`src/design/ffca_pkg.sv`:
```
package ffca_pkg;

    typedef enum logic [1:0] {
        REQ_ALLOC  = 2'd0,
        REQ_ERASE  = 2'd1,
        REQ_DEFRAG = 2'd2
    } t_req_e;

    typedef enum logic [1:0] {
        ST_OK      = 2'd0,
        ST_NULL    = 2'd1,
        ST_ILLEGAL = 2'd2
    } t_status_e;

    typedef enum logic [2:0] {
        S_CLEAR,
        S_IDLE,
        S_ASCAN,
        S_AFILL,
        S_ESCAN,
        S_DSCAN,
        S_DZERO,
        S_RESP
    } t_state_e;

    localparam int unsigned SIZE_W = 8;
    localparam int unsigned BID_W  = 16;
    localparam int unsigned STAT_W = 2;

endpackage

```
`src/design/ffca_if.sv`:
```
interface ffca_req_if import ffca_pkg::*; ();
    logic              valid;
    logic              ready;
    logic [1:0]        req_type;
    logic [SIZE_W-1:0] block_size;
    logic [BID_W-1:0]  block_id;

    modport source (output valid, output req_type, output block_size, output block_id,
                    input ready);
    modport sink   (input valid, input req_type, input block_size, input block_id,
                    output ready);
endinterface

interface ffca_rsp_if import ffca_pkg::*; ();
    logic              valid;
    logic              ready;
    logic [STAT_W-1:0] status;
    logic [BID_W-1:0]  given_id;

    modport source (output valid, output status, output given_id, input ready);
    modport sink   (input valid, input status, input given_id, output ready);
endinterface

```
`src/design/ffca_cell_ram.sv`:
```
module ffca_cell_ram #(
    parameter int unsigned DEPTH = 128,
    parameter int unsigned AW    = 7,
    parameter int unsigned DW    = 16
) (
    input  logic          i_clk,
    input  logic          i_wr_en,
    input  logic [AW-1:0] i_wr_addr,
    input  logic [DW-1:0] i_wr_data,
    input  logic          i_rd_en,
    input  logic [AW-1:0] i_rd_addr,
    output logic [DW-1:0] o_rd_data
);

    logic [DW-1:0] r_mem [DEPTH];
    logic [DW-1:0] r_rd_data;

    always_ff @(posedge i_clk) begin
        if (i_wr_en) begin
            r_mem[i_wr_addr] <= i_wr_data;
        end
    end

    always_ff @(posedge i_clk) begin
        if (i_rd_en) begin
            r_rd_data <= r_mem[i_rd_addr];
        end
    end

    assign o_rd_data = r_rd_data;

endmodule

```
`src/design/first_fit_cell_allocator.sv`:
```
// First-fit cell allocator with compaction.
// Requests come in on i_req (req_type, block_size, block_id); results leave on
// o_rsp (status, given_id). One request is worked on at a time; i_req.ready is
// high while the block is idle. The owner table sits in a one-port-read,
// one-port-write RAM, scanned one cell per cycle; with M = memory_cells:
//   alloc      : scan for a free run of size cells, then fill pass
//   erase      : scan all M cells (read, compare, write back)
//   defragment : compact pass over M cells, then zero the tail
// Alloc with a spent identifier counter or a size of 0 or above M, and erase of
// identifier 0, answer at once without a scan. Erase that hits a cell and
// defragment give no result. The result sits in an output register: a stalled
// receiver does not stop the next request from being taken, only the
// completion of a request that has a result to hand over.
// After reset the block clears all CELLS table entries, one per cycle, and
// takes no request until the clear is done; configuration writes go through at
// any time. memory_cells (i_cfg_we/i_cfg_wdata) clamps to 1..CELLS and resets
// to 128 limited to CELLS.
module first_fit_cell_allocator import ffca_pkg::*; #(
    parameter int unsigned CELLS   = 128,
    parameter int unsigned ID_BITS = 16
) (
    input  logic              i_clk,
    input  logic              i_rst_n,
    input  logic              i_cfg_we,
    input  logic [SIZE_W-1:0] i_cfg_wdata,
    ffca_req_if.sink          i_req,
    ffca_rsp_if.source        o_rsp
);

    localparam int unsigned CW = $clog2(CELLS + 1);
    localparam int unsigned AW = (CELLS > 1) ? $clog2(CELLS) : 1;
    localparam int unsigned MC_RST = (CELLS < 128) ? CELLS : 128;

    t_state_e          r_state, n_state;
    logic [CW-1:0]     r_mc, n_mc;
    logic [ID_BITS-1:0] r_next_id, n_next_id;
    logic [CW-1:0]     r_rd_idx, n_rd_idx;
    logic              r_vld, n_vld;
    logic [CW-1:0]     r_j, n_j;
    logic [CW-1:0]     r_run, n_run;
    logic [CW-1:0]     r_start, n_start;
    logic [CW-1:0]     r_fill, n_fill;
    logic [CW-1:0]     r_end, n_end;
    logic [CW-1:0]     r_dst, n_dst;
    logic              r_found, n_found;
    logic [SIZE_W-1:0] r_size, n_size;
    logic [BID_W-1:0]  r_bid, n_bid;
    t_status_e         r_res_status, n_res_status;
    logic [BID_W-1:0]  r_res_id, n_res_id;
    logic              r_out_vld, n_out_vld;
    t_status_e         r_out_status, n_out_status;
    logic [BID_W-1:0]  r_out_id, n_out_id;

    logic               rd_en;
    logic [AW-1:0]      rd_addr;
    logic [ID_BITS-1:0] rd_data;
    logic               wr_en;
    logic [AW-1:0]      wr_addr;
    logic [ID_BITS-1:0] wr_data;

    logic [CW-1:0] cfg_mc;
    logic          last;
    logic          match;
    logic [31:0]   id_ext;

    ffca_cell_ram #(
        .DEPTH (CELLS),
        .AW    (AW),
        .DW    (ID_BITS)
    ) u_cell_ram (
        .i_clk     (i_clk),
        .i_wr_en   (wr_en),
        .i_wr_addr (wr_addr),
        .i_wr_data (wr_data),
        .i_rd_en   (rd_en),
        .i_rd_addr (rd_addr),
        .o_rd_data (rd_data)
    );

    always_comb begin
        if (i_cfg_wdata == '0) begin
            cfg_mc = CW'(1);
        end else if (32'(i_cfg_wdata) > 32'(CELLS)) begin
            cfg_mc = CW'(CELLS);
        end else begin
            cfg_mc = CW'(i_cfg_wdata);
        end
    end

    assign last   = (r_j == r_mc - CW'(1));
    assign match  = (32'(rd_data) == 32'(r_bid));
    assign id_ext = 32'(r_next_id);

    always_comb begin
        n_state      = r_state;
        n_mc         = r_mc;
        n_next_id    = r_next_id;
        n_rd_idx     = r_rd_idx;
        n_vld        = 1'b0;
        n_j          = r_j;
        n_run        = r_run;
        n_start      = r_start;
        n_fill       = r_fill;
        n_end        = r_end;
        n_dst        = r_dst;
        n_found      = r_found;
        n_size       = r_size;
        n_bid        = r_bid;
        n_res_status = r_res_status;
        n_res_id     = r_res_id;
        n_out_vld    = r_out_vld;
        n_out_status = r_out_status;
        n_out_id     = r_out_id;
        rd_en        = 1'b0;
        rd_addr      = r_rd_idx[AW-1:0];
        wr_en        = 1'b0;
        wr_addr      = r_fill[AW-1:0];
        wr_data      = '0;
        i_req.ready  = 1'b0;

        if (i_cfg_we) begin
            n_mc = cfg_mc;
        end
        if (r_out_vld && o_rsp.ready) begin
            n_out_vld = 1'b0;
        end

        if (r_state == S_ASCAN || r_state == S_ESCAN || r_state == S_DSCAN) begin
            rd_en = (r_rd_idx < r_mc);
            n_vld = rd_en;
            n_j   = r_rd_idx;
            if (rd_en) begin
                n_rd_idx = r_rd_idx + CW'(1);
            end
        end

        unique case (r_state)
            S_CLEAR: begin
                wr_en   = 1'b1;
                wr_addr = r_fill[AW-1:0];
                n_fill  = r_fill + CW'(1);
                if (r_fill == CW'(CELLS - 1)) begin
                    n_state = S_IDLE;
                end
            end
            S_IDLE: begin
                i_req.ready = 1'b1;
                if (i_req.valid) begin
                    n_rd_idx = '0;
                    n_run    = '0;
                    n_found  = 1'b0;
                    n_dst    = '0;
                    n_size   = i_req.block_size;
                    n_bid    = i_req.block_id;
                    n_res_id = '0;
                    unique case (i_req.req_type)
                        REQ_ALLOC: begin
                            if (r_next_id == '0 || i_req.block_size == '0 ||
                                32'(i_req.block_size) > 32'(r_mc)) begin
                                n_res_status = ST_NULL;
                                n_state      = S_RESP;
                            end else begin
                                n_state = S_ASCAN;
                            end
                        end
                        REQ_ERASE: begin
                            if (i_req.block_id == '0) begin
                                n_res_status = ST_ILLEGAL;
                                n_state      = S_RESP;
                            end else begin
                                n_state = S_ESCAN;
                            end
                        end
                        REQ_DEFRAG: begin
                            n_state = S_DSCAN;
                        end
                        default: begin
                            n_state = S_IDLE;
                        end
                    endcase
                end
            end
            S_ASCAN: begin
                if (r_vld) begin
                    if (rd_data == '0) begin
                        if (32'(r_run) + 32'd1 == 32'(r_size)) begin
                            n_fill  = (r_run == '0) ? r_j : r_start;
                            n_end   = r_j;
                            n_state = S_AFILL;
                        end else begin
                            n_run = r_run + CW'(1);
                            if (r_run == '0) begin
                                n_start = r_j;
                            end
                            if (last) begin
                                n_res_status = ST_NULL;
                                n_state      = S_RESP;
                            end
                        end
                    end else begin
                        n_run = '0;
                        if (last) begin
                            n_res_status = ST_NULL;
                            n_state      = S_RESP;
                        end
                    end
                end
            end
            S_AFILL: begin
                wr_en   = 1'b1;
                wr_addr = r_fill[AW-1:0];
                wr_data = r_next_id;
                n_fill  = r_fill + CW'(1);
                if (r_fill == r_end) begin
                    n_next_id    = r_next_id + ID_BITS'(1);
                    n_res_status = ST_OK;
                    n_res_id     = id_ext[BID_W-1:0];
                    n_state      = S_RESP;
                end
            end
            S_ESCAN: begin
                if (r_vld) begin
                    if (match) begin
                        wr_en   = 1'b1;
                        wr_addr = r_j[AW-1:0];
                        n_found = 1'b1;
                    end
                    if (last) begin
                        if (!(r_found || match)) begin
                            n_res_status = ST_ILLEGAL;
                            n_state      = S_RESP;
                        end else begin
                            n_state = S_IDLE;
                        end
                    end
                end
            end
            S_DSCAN: begin
                if (r_vld) begin
                    if (rd_data != '0) begin
                        wr_en   = 1'b1;
                        wr_addr = r_dst[AW-1:0];
                        wr_data = rd_data;
                        n_dst   = r_dst + CW'(1);
                    end
                    if (last) begin
                        n_fill  = n_dst;
                        n_state = S_DZERO;
                    end
                end
            end
            S_DZERO: begin
                if (r_fill < r_mc) begin
                    wr_en   = 1'b1;
                    wr_addr = r_fill[AW-1:0];
                    n_fill  = r_fill + CW'(1);
                end else begin
                    n_state = S_IDLE;
                end
            end
            S_RESP: begin
                if (!r_out_vld || o_rsp.ready) begin
                    n_out_vld    = 1'b1;
                    n_out_status = r_res_status;
                    n_out_id     = r_res_id;
                    n_state      = S_IDLE;
                end
            end
            default: begin
                n_state = S_IDLE;
            end
        endcase
    end

    always_ff @(posedge i_clk) begin
        if (!i_rst_n) begin
            r_state   <= S_CLEAR;
            r_mc      <= CW'(MC_RST);
            r_next_id <= ID_BITS'(1);
            r_fill    <= '0;
            r_vld     <= 1'b0;
            r_out_vld <= 1'b0;
        end else begin
            r_state   <= n_state;
            r_mc      <= n_mc;
            r_next_id <= n_next_id;
            r_fill    <= n_fill;
            r_vld     <= n_vld;
            r_out_vld <= n_out_vld;
        end
    end

    always_ff @(posedge i_clk) begin
        r_rd_idx     <= n_rd_idx;
        r_j          <= n_j;
        r_run        <= n_run;
        r_start      <= n_start;
        r_end        <= n_end;
        r_dst        <= n_dst;
        r_found      <= n_found;
        r_size       <= n_size;
        r_bid        <= n_bid;
        r_res_status <= n_res_status;
        r_res_id     <= n_res_id;
        r_out_status <= n_out_status;
        r_out_id     <= n_out_id;
    end

    assign o_rsp.valid    = r_out_vld;
    assign o_rsp.status   = r_out_status;
    assign o_rsp.given_id = r_out_id;

endmodule
```
`src/flat_wrapper.sv`:
```
// flat-port wrapper written by rule: the top's interface ports become plain ports
module first_fit_cell_allocator_flat import ffca_pkg::*;
#(
    parameter int unsigned CELLS   = 128,
    parameter int unsigned ID_BITS = 16
)
  (i_clk, i_rst_n, i_cfg_we, i_cfg_wdata, i_req_valid, i_req_req_type, i_req_block_size, i_req_block_id, i_req_ready, o_rsp_valid, o_rsp_status, o_rsp_given_id, o_rsp_ready);
  ffca_req_if i_req_i ();
  ffca_rsp_if o_rsp_i ();
  input  logic i_clk;
  input  logic i_rst_n;
  input  logic i_cfg_we;
  input  logic [SIZE_W-1:0] i_cfg_wdata;
  input wire logic [$bits(i_req_i.valid)-1:0] i_req_valid;
  input wire logic [$bits(i_req_i.req_type)-1:0] i_req_req_type;
  input wire logic [$bits(i_req_i.block_size)-1:0] i_req_block_size;
  input wire logic [$bits(i_req_i.block_id)-1:0] i_req_block_id;
  output wire logic [$bits(i_req_i.ready)-1:0] i_req_ready;
  output wire logic [$bits(o_rsp_i.valid)-1:0] o_rsp_valid;
  output wire logic [$bits(o_rsp_i.status)-1:0] o_rsp_status;
  output wire logic [$bits(o_rsp_i.given_id)-1:0] o_rsp_given_id;
  input wire logic [$bits(o_rsp_i.ready)-1:0] o_rsp_ready;
  assign i_req_i.valid = i_req_valid;
  assign i_req_i.req_type = i_req_req_type;
  assign i_req_i.block_size = i_req_block_size;
  assign i_req_i.block_id = i_req_block_id;
  assign i_req_ready = i_req_i.ready;
  assign o_rsp_valid = o_rsp_i.valid;
  assign o_rsp_status = o_rsp_i.status;
  assign o_rsp_given_id = o_rsp_i.given_id;
  assign o_rsp_i.ready = o_rsp_ready;
  first_fit_cell_allocator #(.CELLS(CELLS), .ID_BITS(ID_BITS)) u_core (.i_clk(i_clk), .i_rst_n(i_rst_n), .i_cfg_we(i_cfg_we), .i_cfg_wdata(i_cfg_wdata), .i_req(i_req_i), .o_rsp(o_rsp_i));
endmodule
```
`config.mk`:
```
export PLATFORM = sky130hd
export DESIGN_NAME = first_fit_cell_allocator_flat
export DESIGN_NICKNAME = d
export VERILOG_FILES = /design/src/design/ffca_pkg.sv /design/src/design/ffca_if.sv /design/src/design/ffca_cell_ram.sv /design/src/design/first_fit_cell_allocator.sv /design/src/flat_wrapper.sv
export SDC_FILE = /design/constraint.sdc
export NUM_CORES = 2
export LEC_CHECK = 0
export ABC_AREA = 1
export CORE_ASPECT_RATIO = 0.9
export CORE_MARGIN = 1
export CORE_UTILIZATION = 63
export DETAILED_ROUTE_END_ITERATION = 10
export DONT_BUFFER_PORTS = 1
export HOLD_SLACK_MARGIN = 0.05
export PLACE_DENSITY = 0.79
export SETUP_SLACK_MARGIN = 0.15
export SLEW_MARGIN = 15
export SYNTH_ARGS = -nofsm -noshare
export SYNTH_HDL_FRONTEND = slang
export SYNTH_SLANG_ARGS = --single-unit
```
`constraint.sdc`:
```
create_clock -name i_clk -period 7.75 [get_ports i_clk]
set_input_delay 1.9375 -clock i_clk [delete_from_list [all_inputs] [get_ports i_clk]]
set_output_delay 1.9375 -clock i_clk [all_outputs]
set_load 0.05 [all_outputs]
```
==> impl_metrics.toml <==
[route]
vias = 61100
viasPerCell = 6.70
drt_first_pass_iters = 6
drc = 0
drt.antenna.violating_nets = 0
drt-initial-drc-count = 10600
wl_um = 249000
wire_per_inst_um = 27.3

[timing]
tightest_slew_ns = 1.38
grt_setup_unrepaired = "no"
clock_skew_ns = 0.0552
fin_crit_ns = 4.94
drv_slew = 0
finalSetupViolations = 0
hold_violations = 0
slew_headroom_pct = 7.36
fmax_mhz = 203
setup_tns_ns = 0
min_period_over_period_pct = 63.7

[global_route]
met1_usage_pct = 48.8
grt_max_degree = 206
grt_busiest_layer = "met2"
grt_pass1_wl_um = 363000
grt_util_met2_pct = 50.2
antenna_found_initial = 8
grt_use_total_pct = 34.3
grt_pass1_vias = 57000
grt-ovfl-total = 0
met3_usage_pct = 9.92

[placed_design]
routabilityCongestion = 0.937
hpwlAfterDp_um = 139000
portBuffers = 0
dp_cells = 8758

[clock_tree]
cts-root-buf = "clkbuf_16"
clock-sinks = 2210
cts.clk_slew.worst_paths_ns = 0.06
cts_setup_buffers = 0
numCtsBuffers = 201
cts_max_level = 4
cts_tree = "built"
clock_latency_ns = 0.86
postCtsHoldBufs = 0
clockBufferDepth = 3
cts_repair_resize_count = 0

[synth]
synthXorXnorAreaFrac_pct = 0.284
synth_ff_type = "edfxtp_1"
synth_top_family_by_area = "simple AND/OR/NAND/NOR gates"
synth_cells = 7158
ys_async_sr_fraction_pct = 0
synthAdderAreaFrac_pct = 0.476
avgSynthCellArea_um2 = 12.5
synth.ff_latch_count = 2210
yosys.area_share.simple_pct = 11.3
synth_edf_count = 2165
seq_area_frac_synth_pct = 73.8
netlist_area_um2 = 89400
yosys-mux-area-fraction_pct = 0
yosysWarnings = 0
synth-compound-area-share_pct = 11.3
syn-num-nets = 7231
synthDistinctLibCells = 45

[run]
maxCapViolations = 0

[power_and_ir_drop]
ir_drop_v = 0.000228
cellLeakagePower_uw = 0.0377
power_density_nw_per_um2 = 260

[floorplanning]
die_w_um = 399
ioPinCount = 59
fp.dieH_um = 359
dieArea_um2 = 143000
fp-row-count = 130
coreArea_um2 = 140000
start_util_pct = 63.7

[cells_and_area]
drive_gt1_share_pct = 7.81
final_core_util_pct = 70.1
fill_cells = 9046
layout_commonest_cell = "edfxtp_1"
stdcell_count = 9127
areaGrowthSynthToFinish_pct = 9.97
final_cell_mix = "edfxtp_1, nor2_1, o21ai_0, nand2_1, o22ai_1"
fin_nets = 7187

[critical_path]
cp-start-kind = "register"
critPathKind = "reg -> reg"
worstPathRequired_ns = 8.29
cp_max_fo = 14
endpoint_kind = "register"
cp_data_arrival_time_ns = 5.48

[hold_path]
hold_path.class = "reg -> reg"

[status]
status = "finished, final reports clean"
==> worst max-delay path, cell delays in order, from the launching register on <==
cell and delay, ns:
edfxtp_1 0.64, inv_1 0.21, nand4_1 0.17, nor2_1 0.06, nand2_1 0.39, nand2_2 0.13
nand2_2 0.11, nand3_4 0.18, nand2_1 0.16, nand3_1 0.10, nor2_1 1.06, nand2_1 0.49
nor2_1 0.57, buf_4 0.34
==> path summary, 6_finish.rpt <==
kind | startpoint | end | slack, ns | cells past startpoint
worst max-delay path | u_core.u_cell_ram.o_rd_data[10]$_DFFE_PP_ | u_core.u_cell_ram.r_mem[108][9]$_DFFE_PP_ | 2.81 | 13
worst max register to register | u_core.u_cell_ram.o_rd_data[10]$_DFFE_PP_ | u_core.u_cell_ram.r_mem[108][9]$_DFFE_PP_ | 2.81 | 13
worst min register to register | u_core.r_res_status[1]$_DFFE_PP_ | u_core.o_rsp.status[1]$_DFFE_PP_ | 0.42 | 0
worst min-delay path | u_core.r_res_status[1]$_DFFE_PP_ | u_core.o_rsp.status[1]$_DFFE_PP_ | 0.42 | 0
==> state kept, by name, indices dropped and copies added (netlist names), 8 cells and up <==
signal,cells
u_core.r_size,8
u_core.r_end,8
u_core.o_rsp.given_id,16
u_core.r_res_id,16
u_core.u_cell_ram.r_mem,2048
u_core.u_cell_ram.o_rd_data,16
u_core.r_start,8
u_core.r_run,8
u_core.r_next_id,16
u_core.r_fill,8
u_core.r_j,8
u_core.r_mc,8
u_core.r_rd_idx,8
u_core.r_dst,8
u_core.r_bid,16
==> final cells by class <==
cell class	count	area (µm²)	share of cell area [%]
antenna	2	5.00	0.00509
clock buffer	255	5320	5.41
clock inverter	111	1170	1.19
inverter	163	633	0.644
multi-input combinational	4331	21200	21.5
sequential	2210	65900	67.1
tap	1848	2310	2.35
timing repair buffer	207	1740	1.77
==> metrics by stage <==
| step | power [µW] | instance area [µm²] | hold slack, ns | setup slack, ns |
|---|---|---|---|---|
| finish | 25600 | 98300 | 0.417 | 2.81 |
| global route | 26200 | 98300 | 0.434 | 2.71 |
| CTS | 25500 | 98200 | 0.420 | 3.05 |
| detailed placement | 15900 | 91800 | 0.405 | 3.10 |
| global placement | 15800 | 91700 | 0.401 | 3.09 |
| floorplan | 14900 | 89400 | 0.400 | 2.22 |
==> cells in the mapped netlist, types with 2 or more instances <==
master	n	area share, %
a211oi_1	5	0.042
a21oi_1	128	0.72
a21oi_2	2	0.020
a31oi_1	4	0.028
buf_1	28	0.12
buf_2	98	0.55
buf_4	12	0.10
buf_6	5	0.063
clkbuf_1	311	1.3
clkinv_1	4	0.017
dfxtp_1	45	1.0
edfxtp_1	2165	73
ha_1	34	0.48
inv_1	143	0.60
inv_2	16	0.067
nand2_1	596	2.5
nand2_2	8	0.056
nand2_4	3	0.038
nand3_1	283	1.6
nand3_4	3	0.059
nand3b_1	3	0.025
nand4_1	47	0.33
nand4_4	6	0.14
nor2_1	1481	6.2
nor2_2	6	0.042
nor2_4	3	0.038
nor2_8	2	0.045
nor3_1	14	0.078
nor3b_1	2	0.017
nor4_1	7	0.049
o211ai_1	180	1.5
o21a_1	7	0.059
o21ai_0	1080	6.0
o21bai_1	4	0.034
o221ai_1	67	0.66
o22ai_1	313	2.2
or2_2	8	0.056
xnor2_1	8	0.078
xor2_1	21	0.21
==> metal layers <==
metal | vias to the layer above | part of all wire (%) | routed length (µm)
met4 | 10 | 4.1 | 10200
met2 | 4760 | 45 | 111000
met5 | - | 0.069 | 171
li1 | 26100 | - | -
met3 | 640 | 15 | 36500
met1 | 29600 | 37 | 91100
==> kinds of logic after synthesis <==
kind of cell               count (synthesis)
adders and majority gates                 34
DFF                                     2210
and+or+nand+nor                         2476
xor gates and xnor gates                  29
AOI/OAI and AO/OA                       1792
buffers and inverters                    617
==> power breakdown <==
| group | switching (µW) | internal, µW |
|---|---|---|
| clock network | 4380 | 5470 |
| registers | 89.0 | 13100 |
| logic | 1930 | 636 |
| total | 6390 | 19200 |
No activity file was read; power rests on OpenSTA's default activity.
